`src/rtl/core/assert_macros.svh`:
```
// Assertion helpers for the framer core RTL.
`ifndef ASSERT_MACROS_SVH
`define ASSERT_MACROS_SVH

// Clocked assertion that is switched off while reset is asserted.
`define SPCF_ASSERT(lbl, clk, rst_n, prop, msg) \
	lbl: assert property (@(posedge clk) disable iff (!rst_n) prop) else $error(msg);

// Clocked assertion that also holds across reset.
`define SPCF_ASSERT_ALWAYS(lbl, clk, prop, msg) \
	lbl: assert property (@(posedge clk) prop) else $error(msg);

`endif

```
`src/rtl/core/spcf_pkg.sv`:
```
`default_nettype none

package spcf_pkg;

	// Default sizes of the protected memory.
	localparam int unsigned DEF_PAGE_BYTES   = 32;
	localparam int unsigned DEF_MEMORY_BYTES = 65536;

	// CRC-16/IBM-3740 constants.
	localparam logic [15:0] CRC_POLY = 16'h1021;
	localparam logic [15:0] CRC_INIT = 16'hFFFF;
	localparam logic [15:0] CRC_TOP  = 16'h8000;

	// Item operation codes.
	localparam logic [1:0] OP_BEGIN = 2'd0;
	localparam logic [1:0] OP_DATA  = 2'd1;
	localparam logic [1:0] OP_CRC   = 2'd2;

	// Result status codes.
	localparam logic [2:0] ST_OK         = 3'd0;
	localparam logic [2:0] ST_MISALIGNED = 3'd1;
	localparam logic [2:0] ST_BEYOND     = 3'd2;
	localparam logic [2:0] ST_MISMATCH   = 3'd3;
	localparam logic [2:0] ST_SEQUENCE   = 3'd4;

	// Framing phase of the current page.
	typedef enum logic [1:0] {
		PH_IDLE,
		PH_DATA,
		PH_DONE,
		PH_CRCLO
	} phase_t;

	typedef struct packed {
		logic [1:0]  op;
		logic [15:0] address;
		logic [7:0]  data_byte;
	} req_t;

	typedef struct packed {
		logic [2:0]  status;
		logic [15:0] crc_value;
		logic        page_done;
	} rsp_t;

	// Contents of the input register: the item plus work done ahead of the core.
	typedef struct packed {
		req_t        item;
		logic [15:0] seed;      // CRC after the address high byte
		logic [15:0] quot;      // address divided by the page size
	} stage_t;

	// One byte through the CRC, MSB first, unrolled over eight bit steps.
	function automatic logic [15:0] crc_byte(input logic [15:0] crc, input logic [7:0] b);
		logic [15:0] c;
		c = crc ^ {b, 8'h00};
		for (int k = 0; k < 8; k++) begin
			if ((c & CRC_TOP) != 16'h0000) begin
				c = {c[14:0], 1'b0} ^ CRC_POLY;
			end else begin
				c = {c[14:0], 1'b0};
			end
		end
		return c;
	endfunction

endpackage

`default_nettype wire

```
`src/rtl/core/secure_page_crc16_framer.sv`:
```
`default_nettype none

// Secure page CRC framer: guards one page of a byte memory with CRC-16/IBM-3740
// (poly 0x1021, init 0xFFFF, MSB first, no final XOR), seeded with the page
// address high byte then low byte. Every request transaction (begin, data byte,
// received CRC byte) gives exactly one response transaction, through the input
// register and then the result register, and a new request is accepted every
// cycle while the response side keeps up. The rate is set by the core's update of
// the running CRC, byte count and phase, which each item reads and writes in the
// cycle it leaves the input register. The input register divides the address by
// the page size with a reciprocal multiply and folds the address high byte into
// the CRC ahead of time; the core checks alignment and the memory bound and runs
// the framing. After the last page byte the response carries the CRC to send; on a
// read the second received CRC byte is compared and a mismatch is flagged.
module secure_page_crc16_framer #(
	parameter int unsigned PAGE_BYTES   = spcf_pkg::DEF_PAGE_BYTES,
	parameter int unsigned MEMORY_BYTES = spcf_pkg::DEF_MEMORY_BYTES
) (
	input  wire logic            clk,
	input  wire logic            arst_n,
	input  wire logic            req_valid,
	output logic                 req_stall,
	input  wire spcf_pkg::req_t  req,
	output logic                 rsp_valid,
	input  wire logic            rsp_stall,
	output spcf_pkg::rsp_t       rsp
);
	import spcf_pkg::*;

	logic   valid_s1;
	stage_t stage_s1;
	logic   advance;

	// Input register with the address pre-processing.
	spcf_in_stage #(
		.PAGE_BYTES(PAGE_BYTES)
	) u_in_stage (
		.clk      (clk),
		.arst_n   (arst_n),
		.req_valid(req_valid),
		.req_stall(req_stall),
		.req      (req),
		.advance  (advance),
		.valid_s1 (valid_s1),
		.stage_s1 (stage_s1)
	);

	// Framing state, CRC update and result register.
	spcf_core #(
		.PAGE_BYTES  (PAGE_BYTES),
		.MEMORY_BYTES(MEMORY_BYTES)
	) u_core (
		.clk      (clk),
		.arst_n   (arst_n),
		.valid_s1 (valid_s1),
		.stage_s1 (stage_s1),
		.advance  (advance),
		.rsp_valid(rsp_valid),
		.rsp_stall(rsp_stall),
		.rsp      (rsp)
	);

endmodule

`default_nettype wire

```
`src/rtl/core/spcf_in_stage.sv`:
```
`default_nettype none

module spcf_in_stage #(
	parameter int unsigned PAGE_BYTES = spcf_pkg::DEF_PAGE_BYTES
) (
	input  wire logic            clk,
	input  wire logic            arst_n,
	input  wire logic            req_valid,
	output logic                 req_stall,
	input  wire spcf_pkg::req_t  req,
	input  wire logic            advance,
	output logic                 valid_s1,
	output spcf_pkg::stage_t     stage_s1
);
	import spcf_pkg::*;

	// Reciprocal of the page size, exact for every 16-bit address.
	localparam int unsigned LogP = $clog2(PAGE_BYTES);
	localparam int unsigned Shift = 16 + LogP;
	localparam longint unsigned RecipL =
		((64'd1 << Shift) + longint'(PAGE_BYTES) - 64'd1) / longint'(PAGE_BYTES);
	localparam logic [17:0] Recip = RecipL[17:0];

	logic [39:0] prod;
	logic        load;

	// The register takes a new transaction when empty or when its item moves on.
	assign req_stall = valid_s1 && !advance;
	assign load      = req_valid && !req_stall;
	assign prod      = 40'(req.address) * 40'(Recip);

	always_ff @(posedge clk or negedge arst_n) begin
		if (!arst_n) begin
			valid_s1 <= 1'b0;
		end else if (!valid_s1 || advance) begin
			valid_s1 <= req_valid;
		end
	end

	// Payload, with the first address byte folded into the CRC already.
	always_ff @(posedge clk) begin
		if (load) begin
			stage_s1.item <= req;
			stage_s1.seed <= crc_byte(CRC_INIT, req.address[15:8]);
			stage_s1.quot <= prod[Shift +: 16];
		end
	end

endmodule

`default_nettype wire

```
`src/rtl/core/spcf_core.sv`:
```
`default_nettype none

module spcf_core #(
	parameter int unsigned PAGE_BYTES   = spcf_pkg::DEF_PAGE_BYTES,
	parameter int unsigned MEMORY_BYTES = spcf_pkg::DEF_MEMORY_BYTES
) (
	input  wire logic              clk,
	input  wire logic              arst_n,
	input  wire logic              valid_s1,
	input  wire spcf_pkg::stage_t  stage_s1,
	output logic                   advance,
	output logic                   rsp_valid,
	input  wire logic              rsp_stall,
	output spcf_pkg::rsp_t         rsp
);
	import spcf_pkg::*;
	`include "assert_macros.svh"

	localparam int unsigned CntW = $clog2(PAGE_BYTES + 1);

	phase_t            phase_q, phase_n;
	logic [15:0]       crc_q, crc_n;
	logic [CntW-1:0]   cnt_q, cnt_n;
	logic [7:0]        crc_high_q, crc_high_n;
	logic [2:0]        status;
	logic              done;
	logic [24:0]       back_prod;
	logic              misaligned;
	logic              beyond;
	req_t              item;

	assign item = stage_s1.item;

	// The result register frees up when empty or when its transaction is taken.
	assign advance = valid_s1 && (!rsp_valid || !rsp_stall);

	// Address checks: aligned exactly when the quotient times the page size gives it back.
	assign back_prod  = 25'(stage_s1.quot) * 25'(PAGE_BYTES);
	assign misaligned = back_prod != 25'(item.address);
	assign beyond     = (18'(item.address) + 18'(PAGE_BYTES)) > 18'(MEMORY_BYTES);

	// Next framing state and the result of the item in the input register.
	always_comb begin
		phase_n    = phase_q;
		crc_n      = crc_q;
		cnt_n      = cnt_q;
		crc_high_n = crc_high_q;
		status     = ST_OK;
		done       = 1'b0;
		unique case (item.op)
			OP_BEGIN: begin
				crc_n   = CRC_INIT;
				cnt_n   = '0;
				phase_n = PH_IDLE;
				if (misaligned) begin
					status = ST_MISALIGNED;
				end else if (beyond) begin
					status = ST_BEYOND;
				end else begin
					crc_n   = crc_byte(stage_s1.seed, item.address[7:0]);
					phase_n = PH_DATA;
				end
			end
			OP_DATA: begin
				if (phase_q != PH_DATA) begin
					status = ST_SEQUENCE;
				end else begin
					crc_n = crc_byte(crc_q, item.data_byte);
					cnt_n = cnt_q + CntW'(1);
					if (cnt_n == CntW'(PAGE_BYTES)) begin
						phase_n = PH_DONE;
						done    = 1'b1;
					end
				end
			end
			OP_CRC: begin
				unique case (phase_q)
					PH_DONE: begin
						crc_high_n = item.data_byte;
						phase_n    = PH_CRCLO;
					end
					PH_CRCLO: begin
						if ({crc_high_q, item.data_byte} != crc_q) begin
							status = ST_MISMATCH;
						end
						done    = 1'b1;
						phase_n = PH_IDLE;
					end
					default: begin
						status = ST_SEQUENCE;
					end
				endcase
			end
			default: begin
				status = ST_SEQUENCE;
			end
		endcase
	end

	// Framing state, committed as each transaction moves into the result register.
	always_ff @(posedge clk or negedge arst_n) begin
		if (!arst_n) begin
			phase_q    <= PH_IDLE;
			crc_q      <= CRC_INIT;
			cnt_q      <= '0;
			crc_high_q <= '0;
		end else if (advance) begin
			phase_q    <= phase_n;
			crc_q      <= crc_n;
			cnt_q      <= cnt_n;
			crc_high_q <= crc_high_n;
		end
	end

	// Result register.
	always_ff @(posedge clk or negedge arst_n) begin
		if (!arst_n) begin
			rsp_valid <= 1'b0;
		end else if (!rsp_valid || !rsp_stall) begin
			rsp_valid <= valid_s1;
		end
	end

	always_ff @(posedge clk) begin
		if (advance) begin
			rsp.status    <= status;
			rsp.crc_value <= crc_n;
			rsp.page_done <= done;
		end
	end

	`SPCF_ASSERT(a_count_in_page, clk, arst_n, (phase_q == PH_DATA) |-> (cnt_q < CntW'(PAGE_BYTES)), "byte count ran past the page while taking data")
	`SPCF_ASSERT(a_bad_begin_clears, clk, arst_n, (advance && item.op == OP_BEGIN && (misaligned || beyond)) |=> (phase_q == PH_IDLE && crc_q == CRC_INIT), "rejected begin left framing state behind")
	`SPCF_ASSERT(a_mismatch_done, clk, arst_n, (rsp_valid && rsp.status == ST_MISMATCH) |-> rsp.page_done, "crc mismatch reported without page completion")
	`SPCF_ASSERT(a_done_status, clk, arst_n, (rsp_valid && rsp.page_done) |-> (rsp.status == ST_OK || rsp.status == ST_MISMATCH), "page completion carried an error status")
	`SPCF_ASSERT_ALWAYS(a_reset_idle, clk, !arst_n |=> (phase_q == PH_IDLE && !rsp_valid), "framer not idle after reset")

endmodule

`default_nettype wire

```
`config.mk`:
```
export PLATFORM = sky130hd
export DESIGN_NAME = secure_page_crc16_framer
export DESIGN_NICKNAME = d
export VERILOG_FILES = /design/src/rtl/core/spcf_pkg.sv /design/src/rtl/core/secure_page_crc16_framer.sv /design/src/rtl/core/spcf_in_stage.sv /design/src/rtl/core/spcf_core.sv
export VERILOG_INCLUDE_DIRS = /design/src /design/src/rtl/core
export SDC_FILE = /design/constraint.sdc
export NUM_CORES = 1
export LEC_CHECK = 0
export CORE_AREA = 3 3 102 104
export CTS_BUF_LIST = sky130_fd_sc_hd__clkbuf_8
export DETAILED_ROUTE_END_ITERATION = 10
export DIE_AREA = 0 0 105 107
export DONT_BUFFER_PORTS = 1
export GPL_TIMING_DRIVEN = 0
export PLACE_DENSITY = 0.64
export SYNTH_ARGS = -nofsm -noshare
export SYNTH_HDL_FRONTEND = slang
export SYNTH_HIERARCHICAL = 1
export SYNTH_SLANG_ARGS = --single-unit
```
`constraint.sdc`:
```
create_clock -name clk -period 3.7 [get_ports clk]
set_clock_uncertainty 0.1 [all_clocks]
set_input_delay 0.555 -clock clk [delete_from_list [all_inputs] [get_ports clk]]
set_output_delay 0.555 -clock clk [all_outputs]
set_load 0.05 [all_outputs]
```
==> summary by stage, run 1 <==
Global route
The first global-routing pass estimated 17600 um of wire. The overall fraction of global-route tracks in use is 20.7%. The number of global-route vias before repair came to 3300. After global routing the overflow that remains totals 0.

The initial antenna violation count is 0. The largest net degree at the start of global routing is 38.

Detailed routing
The average routed wire per standard cell is 18.8 um. The number of design-rule violations left by the first detailed-router iteration is 295. The final route contains 3265 vias. The number of nets with antenna violations after detailed routing is 0. The total wire length after detailed routing is 11000 um.

In the routed layout, each cell is associated on average with a via count of 5.57. The number of search-and-repair iterations in the first detailed-routing pass is 6. For this run, design rule violations remaining after detail routing come to 0.

Worst setup path
The setup path with the least slack is of type flip-flop to flip-flop. The worst endpoint required time is 3.90 ns. The cell occurring most often along the worst timing path is clkbuf_1. The highest fanout seen on the critical path is 10. Walking the worst path, the cells encountered are ha_1 > and3b_1 > clkbuf_1 > a21oi_1 > nand2b_1 > clkbuf_1 > a22oi_1 > o211ai_1. The largest individual stage delay along the critical path comes from the cell a21oi_1. STA classifies the critical path endpoint as a flip-flop. The critical path buffer and inverter count is 2. The largest single stage delay on the critical path is 0.72 ns.

Data on the critical path arrives at its endpoint at 3.41 ns. In this design, the largest share of critical-path delay is due to compound AO/OA/AOI/OAI gates. The critical path startpoint category is a flip-flop.

Timing
The number of hold-slack violations in the final timing report came to 0. Headroom to the max-slew limit came out at 11.3%. Dividing the final minimum period by the clock period gives 86.9%. The maximum clock rate is 311 MHz. Setup violations remaining at the end of the flow were counted as 0. The count of final max-slew check failures is 0. The final period demand of the worst path is 3.21 ns. The slew at the pin closest to its max-slew limit is 1.32 ns. Setup repair after global routing left no endpoint under its margin. The smallest hold slack is 0.175 ns.

Run
The max-capacitance violation count is 0.

Place
The final HPWL from detailed placement is 8110 um. The cell total after placement is 568. At the end of routability-driven placement, the weighted congestion stood at 0.874.

The number of buffer cells added on primary ports is 0.

Synth
The number of different library cells used by synthesis comes to 49. Counting flops with an async set or reset pin after synthesis yields a share of 35.8%. Averaged over all synthesized cells, the footprint is 11.6 um^2. The number of register bits inferred by synthesis is 95. In this run the biggest area consumer among cell types represents 36.7% of the synthesized area.

Among all flip-flop cells after synthesis, the most frequent one is edfxtp_1. The number of enable flip-flop cells after synthesis is 61. Sequential elements use 54.1% of the synthesized area.

The cell area after synthesis is 0.00499 mm^2. By area the synthesized netlist is led by edfxtp_1 37%, xnor2_1 9.3%, dfrtp_1 9.0%. The library cell occupying the most area in the post-synthesis netlist is edfxtp_1. The Yosys warning count is 6. The cell count after synthesis is 430.

Die
The chip width is 105 um. The total die area is 0.0112 mm^2. The die is 107 um tall. In this run the standard cell core region covers 0.00964 mm^2. The initial utilization of the core area, before any placement, comes to 51.8%. After floorplanning, the core was divided into 36 placement rows. The number of top-level pins is 52.

Final layout
Of the cells placed in the final design, the portion with a size suffix greater than 1 is 15.5%. The post-layout instance count excluding filler cells is 586. The multi-input combinational cell area is 0.00209 mm^2. The antenna diode count is 0. After the last flow step, the layout net total stands at 484.

The sequential cells in the finished layout cover a total of 0.00270 mm^2. The layout-stage area growth over the synthesis result is 9.29%. After filler insertion, the fill cell instance count of the layout stands at 848.

Pwr
The static power due to leakage is 1.98 nW. The power per cell area is 622 mW/mm^2. The maximum VDD drop is 0.273 mV. The internal portion of the total power is 2.23 mW. The part of the power in the clock network is 23.3%. In this run the power spent charging and discharging nets is 1.16 mW.

The sequential fraction of design power is 50.4%. The combinational share of power is 26.3%. The switching fraction of total power is 34.2%.

Min path
The kind of path behind the tightest hold check is input pin to flip-flop.

Clock tree
The number of clock sinks is 95. The clock passes through at most 2 buffers. TritonCTS built the clock tree.

For the worst-skew pair, the clock arrives at the later sink with an insertion delay of 0.37 ns. The cell sitting at the root of the clock tree is a clkbuf_8. The maximum level of the CTS H-tree is 3.

Counting the buffers created by CTS gives 9. Clock-pin slew was measured on the worst setup and hold paths at 0.09 ns. The number of setup buffers added after CTS is 0.

Run status
The flow ran to the end, and the final reports show no timing, DRC or antenna violations.
[metal layers]
layer	part of all wire (%)	wire, um	track usage [%]
met1	44	4900	27.2
met2	49	5390	34.1
met3	4.1	453	3.67
met4	2.7	296	8.72
met5	0	0	0
[registers in the layout (all words and copies together) (netlist names)]
name	cells
u_core/cnt_q	6
u_core/crc_high_q	8
u_core/crc_q	16
u_core/phase_q	2
u_core/rsp	20
u_core/rsp_valid	1
u_in_stage/stage_s1	41
u_in_stage/valid_s1	1
[what timing repair did]
item	CTS	global route
hold endpoints to repair	34	0
gates resized for setup	1	0
endpoints found under the setup margin	1	0
hold buffers	2	0
[through the flow]
step	utilization, %	worst slack (ns)	total power, mW	instance area [um^2]	setup TNS, ns
after global placement	53.7	-0.0855	2.59	5180	-3.46
after global routing	56.6	0.314	3.57	5460	0
after floorplan	-	0.751	2.37	5010	0
after CTS	56.6	0.455	3.42	5460	0
after detailed placement	53.9	0.264	2.60	5200	0
final	56.6	0.485	3.40	5460	0
[worst register-to-register path: stages (launching register included)]
cell	delay, ns
edfxtp_1	0.44
ha_1	0.31
and3b_1	0.19
clkbuf_1	0.20
a21oi_1	0.72
nand2b_1	0.36
clkbuf_1	0.51
a22oi_1	0.19
o211ai_1	0.12
[cell usage after synthesis, drive strengths merged (2+ instances only)]
cell / number
nor3: 8
nand2: 31
mux2i: 3
nor2b: 2
xor2: 30
a21boi: 2
dfstp: 16
a21oi: 14
edfxtp: 61
dfrtp: 18
and2: 4
xnor2: 53
nor4: 3
clkbuf: 11
a221oi: 2
inv: 12
o211ai: 7
buf: 17
mux2: 9
a211oi: 8
a22oi: 6
or4: 4
a2111oi: 4
nand4: 6
nand2b: 8
nor2: 31
a221o: 4
ha: 6
and3: 2
o21ai: 18
o31ai: 4
nand3: 14
[layout by cell type (no fill, tap or decap), types with 2 or more instances in the layout]
| master | count |
|---|---|
| nor2b_1 | 2 |
| nor2_1 | 31 |
| a221o_1 | 4 |
| clkbuf_1 | 11 |
| edfxtp_1 | 61 |
| dfstp_2 | 16 |
| conb_1 | 5 |
| a221oi_1 | 2 |
| nand2_1 | 31 |
| nand4_1 | 6 |
| nand2b_1 | 8 |
| dfrtp_1 | 18 |
| and3_1 | 2 |
| a21boi_0 | 2 |
| inv_1 | 15 |
| or4_1 | 3 |
| xor2_1 | 27 |
| a22oi_1 | 6 |
| and2_1 | 3 |
| a21oi_1 | 14 |
| nor3_1 | 8 |
| xor2_2 | 3 |
| buf_12 | 2 |
| o21ai_0 | 16 |
| o31ai_1 | 4 |
| clkinv_2 | 2 |
| buf_4 | 17 |
| nand3_1 | 14 |
| mux2_2 | 9 |
| o211ai_1 | 7 |
| a2111oi_2 | 4 |
| bufinv_16 | 3 |
| xnor2_1 | 53 |
| clkbuf_8 | 9 |
| nor4_1 | 2 |
| a211oi_1 | 8 |
| mux2i_1 | 3 |
| ha_1 | 6 |
[cell families (layout without fill, tap and decap cells)]
logic type / count (synthesis) / count (layout) / synth area share (%)
compound gates: 76 / 76 / 10.8
xor+xnor: 83 / 83 / 15.0
fa+ha+maj: 6 / 6 / 1.50
buf+inv: 41 / 60 / 4.36
flops: 95 / 95 / 54.1
mux: 12 / 12 / 2.63
other cells: 1 / 5 / 0.0751
simple gates: 116 / 116 / 11.5
[path summary, 6_finish.rpt]
| path | startpoint | endpoint | slack, ns | depth (start not counted) |
|---|---|---|---|---|
| setup / recovery | u_in_stage/stage_s1[56]$_DFFE_PP_ | u_core/crc_q[13]$_DFFE_PN1P_ | 0.49 | 8 |
| hold / removal | req[12] | u_in_stage/stage_s1[44]$_DFFE_PP_ | 0.17 | 0 |
| setup reg to reg | u_in_stage/stage_s1[56]$_DFFE_PP_ | u_core/crc_q[13]$_DFFE_PN1P_ | 0.49 | 8 |
| hold reg to reg | u_in_stage/valid_s1$_DFFE_PN0P_ | u_core/rsp_valid$_DFFE_PN0N_ | 0.41 | 1 |
| max in group asynchronous | arst_n | u_core/crc_q[9]$_DFFE_PN1P_ | 2.70 | 2 |
| min in group asynchronous | arst_n | u_core/crc_high_q[7]$_DFFE_PN0P_ | 0.54 | 2 |
[layout make-up]
cell class	count	area share (%)
flip-flops and latches	95	49.5
multi-input cells	298	38.3
plain buffers	28	3.09
well taps	133	3.05
clock buffers	9	2.27
clock inverters	7	1.95
repair buffers	3	0.917
inverters	13	0.917
[power by group through the flow]
stage               Sequential [mW]  Clock (mW)  Combinational (mW)
floorplan                      1.68           0               0.690
global placement               1.73           0               0.857
detailed placement             1.74           0               0.867
CTS                            1.71       0.816               0.890
global route                   1.74       0.856               0.976
finish                         1.71       0.791               0.892
No activity file was read; power rests on OpenSTA's default activity.
==> inputs of run 2 (changes only) <==
CORE_AREA = 3 3 101 103   (was 3 3 102 104)
DIE_AREA = 0 0 104 106   (was 0 0 105 107)
SYNTH_HIERARCHICAL = not set   (was 1)
==> summary by stage, run 2 <==
Global route
The global-route met2 utilization is 35.4%. The initial antenna violation count came to 0. The total congestion overflow after global routing is 0. The fraction of met1 tracks used by global routing is 26.0%. Global routing used 20.7% of the available tracks.

The wire length of the first global-routing pass is 17600 um. The number of global-route vias before repair was 3320. For met3 alone, demand over resource in global routing was 4.92%. Entering global routing, the biggest net connects 36 pins. The global routing's busiest layer is met2.

Detailed routing
The number of design-rule violations left by the first detailed-router iteration is 217. The average via count per standard cell is 5.72. The detailed router placed 3209 vias in this run. The total wire length after detailed routing is 10700 um. The count of nets left with antenna violations once routing finished came out at 0. The number of DRC violations after detailed routing is 0.

The first detailed-routing pass took 6 iterations. The average routed wire per standard cell is 19.1 um.

Timing
The minimum setup slack in the final design is 0.999 ns. The count of final max-slew check failures is 0. The smallest hold slack is 0.168 ns. For this run, the top clock speed supported by timing is 370 MHz.

Of the available clock period, the critical path in the final layout requires 73.0%. The number of setup violations in the final report is 0. The post-route setup TNS is 0 ns. The smallest clock period supported by the final layout is computed as 2.70 ns. The worst slew slack as a fraction of its limit is 51.1%. The number of hold-slack violations in the final timing report is 0. The slew at the pin closest to its max-slew limit is 0.731 ns. Setup repair after global routing left no endpoint under its margin.

Final layout
The flip-flop count of the largest register, all copies and words added is 41. Cells with a size suffix above 1 make up 14.1% of the layout. After routing the design area is 0.00530 mm^2.

The layout-stage area growth over the synthesis result is 8.47%. In the final layout, flip-flops and latches occupy 0.00270 mm^2. Summing all multi-input logic gate instances after layout gives 0.00204 mm^2. For this run, the number of standard cells in the final layout without fillers is 561. The layout filler cell count is 821. The post-route core utilization is 57.1%. The antenna diode count is 0. The final net count is 463. The most frequent standard cell in the layout excluding fill and tap cells is edfxtp_1.

The largest registers in the layout are u_in_stage.stage_s1 x41, u_core.rsp x20, u_core.crc_q x16. Counting flops per register, the top entry is u_in_stage.stage_s1. In the layout the commonest cells are 61 x edfxtp_1, 40 x xor2_1, 35 x xnor2_1, 26 x nand2_1, 24 x a21oi_1.

Clock tree
The number of clock buffers inserted by TritonCTS is 9. The clock tree from TritonCTS is built. The clock latency on the worst-skew pair is 0.37 ns. The clock transition at the registers of the reported paths is 0.10 ns.

The maximum number of buffers from clock root to sink is 2. Counting every sink on the clock net gives 95. CTS placed an instance of clkbuf_8 at the clock tree root.

The maximum level of the CTS H-tree is 3. The number of setup buffers added after CTS is 0.

Place
Detailed placement ended at an HPWL of 7820 um. The global placement routability congestion is 0.879. Port buffering added 0 buffers. The placement-stage worst setup slack is 1.03 ns. The post-detailed-placement cell area is 0.00507 mm^2. The cell total after placement is 543.

Pwr
The power per cell area is 571 mW/mm^2. The power after layout is 3.03 mW. The sequential fraction of design power is 53.0%. The maximum VDD drop is 0.406 mV. The internal power of the cells totals 1.99 mW.

The share of total power dissipated in the clock network is 23.0%. For this design the static power due to leakage is 1.90 nW. The reported net switching power is 1.04 mW. The switching fraction of total power is 34.2%. Combinational cells account for 24.0% of the total power.

Worst setup path
In this design, the largest share of critical-path delay is due to simple AND/OR/NAND/NOR gates. The setup slack of the most critical reg-to-reg path is 1.0 ns. The delay of the slowest critical-path stage is 0.49 ns.

At the worst endpoint, the arrival time is 2.70 ns. The number of buffers and inverters on the critical path is 0. The critical path startpoint category is a flip-flop. The critical path goes through ha_1 > nand4_1 > o21a_1 > nor3_1 > nand4_4 > o21ai_0 > nand2_1. The highest fanout seen on the critical path is 9.

The kind of end point of the critical path is a flip-flop. The worst endpoint required time is 3.70 ns. The critical path's slowest cell is o21ai_0.

The path type of the worst setup path is flip-flop to flip-flop.

Synth
Of the synthesized area, sequential elements account for 55.3%. Of all flip-flops after synthesis, the portion carrying an async set or reset was 35.8%. Counting every net in the synthesized netlist gives 449. Yosys instantiated no cell more often than edfxtp_1. The mean instance size in the synthesized netlist is 11.8 um^2. In this run the cell area of the synthesized design comes to 0.00489 mm^2. Ranked by instance count, the synthesized netlist is headed by 61 x edfxtp_1, 40 x xor2_1, 35 x xnor2_1, 26 x nand2_1, 24 x a21oi_1. During synthesis, Yosys emitted a total of 0 warnings. The commonest register cell after synthesis is edfxtp_1.

The number of distinct standard cells referenced by the synthesized netlist is 56. In the post-synthesis netlist, the biggest area contributors are edfxtp_1 37%, dfrtp_1 9.2%, dfstp_2 8.6%. The number of enable flip-flop cells after synthesis is 61.

The cell count after synthesis came out at 413. Of the post-synthesis cell area, the dominant cell type holds 37.5%. The library cell occupying the most area in the post-synthesis netlist is edfxtp_1.

The number of register bits inferred by synthesis is 95.

Die
The floorplan step defined a die boundary enclosing 0.0110 mm^2. The number of top-level pins is 52. The die height is 106 um. The placement row count is 35. The chip width is 104 um.

The starting density of the core is 52.6%. The placeable core region is 0.00928 mm^2.

Run
The max-capacitance violation count is 0.

Min path
The kind of path behind the tightest hold check is input pin to flip-flop.

Run status
The flow ran to the end, and the final reports show no timing, DRC or antenna violations.
-- run 2: changes by cell type after synthesis, moves of 4 or more --
cell	delta
nand3_1	-6
nor2_1	-9
clkbuf_1	-5
a21oi_1	+10
xor2_1	+13
nand2b_1	-5
o211ai_1	-6
xnor2_1	-18
o2bb2ai_1	+6
a31oi_1	+4
buf_2	+5
buf_4	-16
nand2_1	-5
o21ai_0	+4
-- run 2: timing repair --
item                                   CTS  global route
gates resized for setup                  0             0
hold buffers                             2             0
endpoints found under the hold margin   34             0
-- run 2: cell type report --
class | count | share of cell area [%]
Multi-Input combinational cell | 288 | 38.5
Clock inverter | 7 | 1.46
Sequential cell | 95 | 51.0
Clock buffer | 9 | 2.34
Tap cell | 129 | 3.04
Inverter | 15 | 1.06
Buffer | 15 | 1.68
Timing Repair Buffer | 3 | 0.944
-- run 2: worst paths after layout --
check	endpoint	depth (start not counted)	startpoint
setup reg to reg	u_core.rsp[13]$_DFFE_PP_	7	u_in_stage.stage_s1[46]$_DFFE_PP_
hold reg to reg	u_core.rsp_valid$_DFFE_PN0P_	1	u_in_stage.valid_s1$_DFFE_PN0N_
setup / recovery	u_core.rsp[13]$_DFFE_PP_	7	u_in_stage.stage_s1[46]$_DFFE_PP_
min in group asynchronous	u_core.phase_q[1]$_DFFE_PN0P_	2	arst_n
max in group asynchronous	u_core.crc_q[4]$_DFFE_PN1P_	2	arst_n
hold / removal	u_in_stage.stage_s1[34]$_DFFE_PP_	0	req[2]
-- run 2: routing by layer --
layer	part of all wire, %	routed length, um
met4	2.0	210
met1	43	4630
met3	4.8	515
met2	50	5360
met5	0	0
-- run 2: cells by family after synthesis --
family	count (synthesis)	share of synthesized area, %
flops	95	55.3
compound gates	104	14.3
xor+xnor	76	13.8
mux	8	1.84
fa+ha+maj	6	1.54
simple gates	94	10.2
buf+inv	30	2.97
-- run 2: worst register-to-register path: cells and delay by family, from the launching register on --
kind | cells | cell delay (ns)
flip-flops | 1 | 0.45
AND/OR/NAND/NOR | 4 | 0.90
adder cells (fa/ha/maj) | 1 | 0.27
AO/OA/AOI/OAI | 2 | 0.73
-- run 2: power by group through the flow --
stage	clock (mW)	combinational (mW)	sequential (mW)
floorplan	0	0.574	1.58
global placement	0	0.694	1.62
detailed placement	0	0.709	1.63
CTS	0.724	0.725	1.60
global route	0.768	0.806	1.63
finish	0.697	0.727	1.60
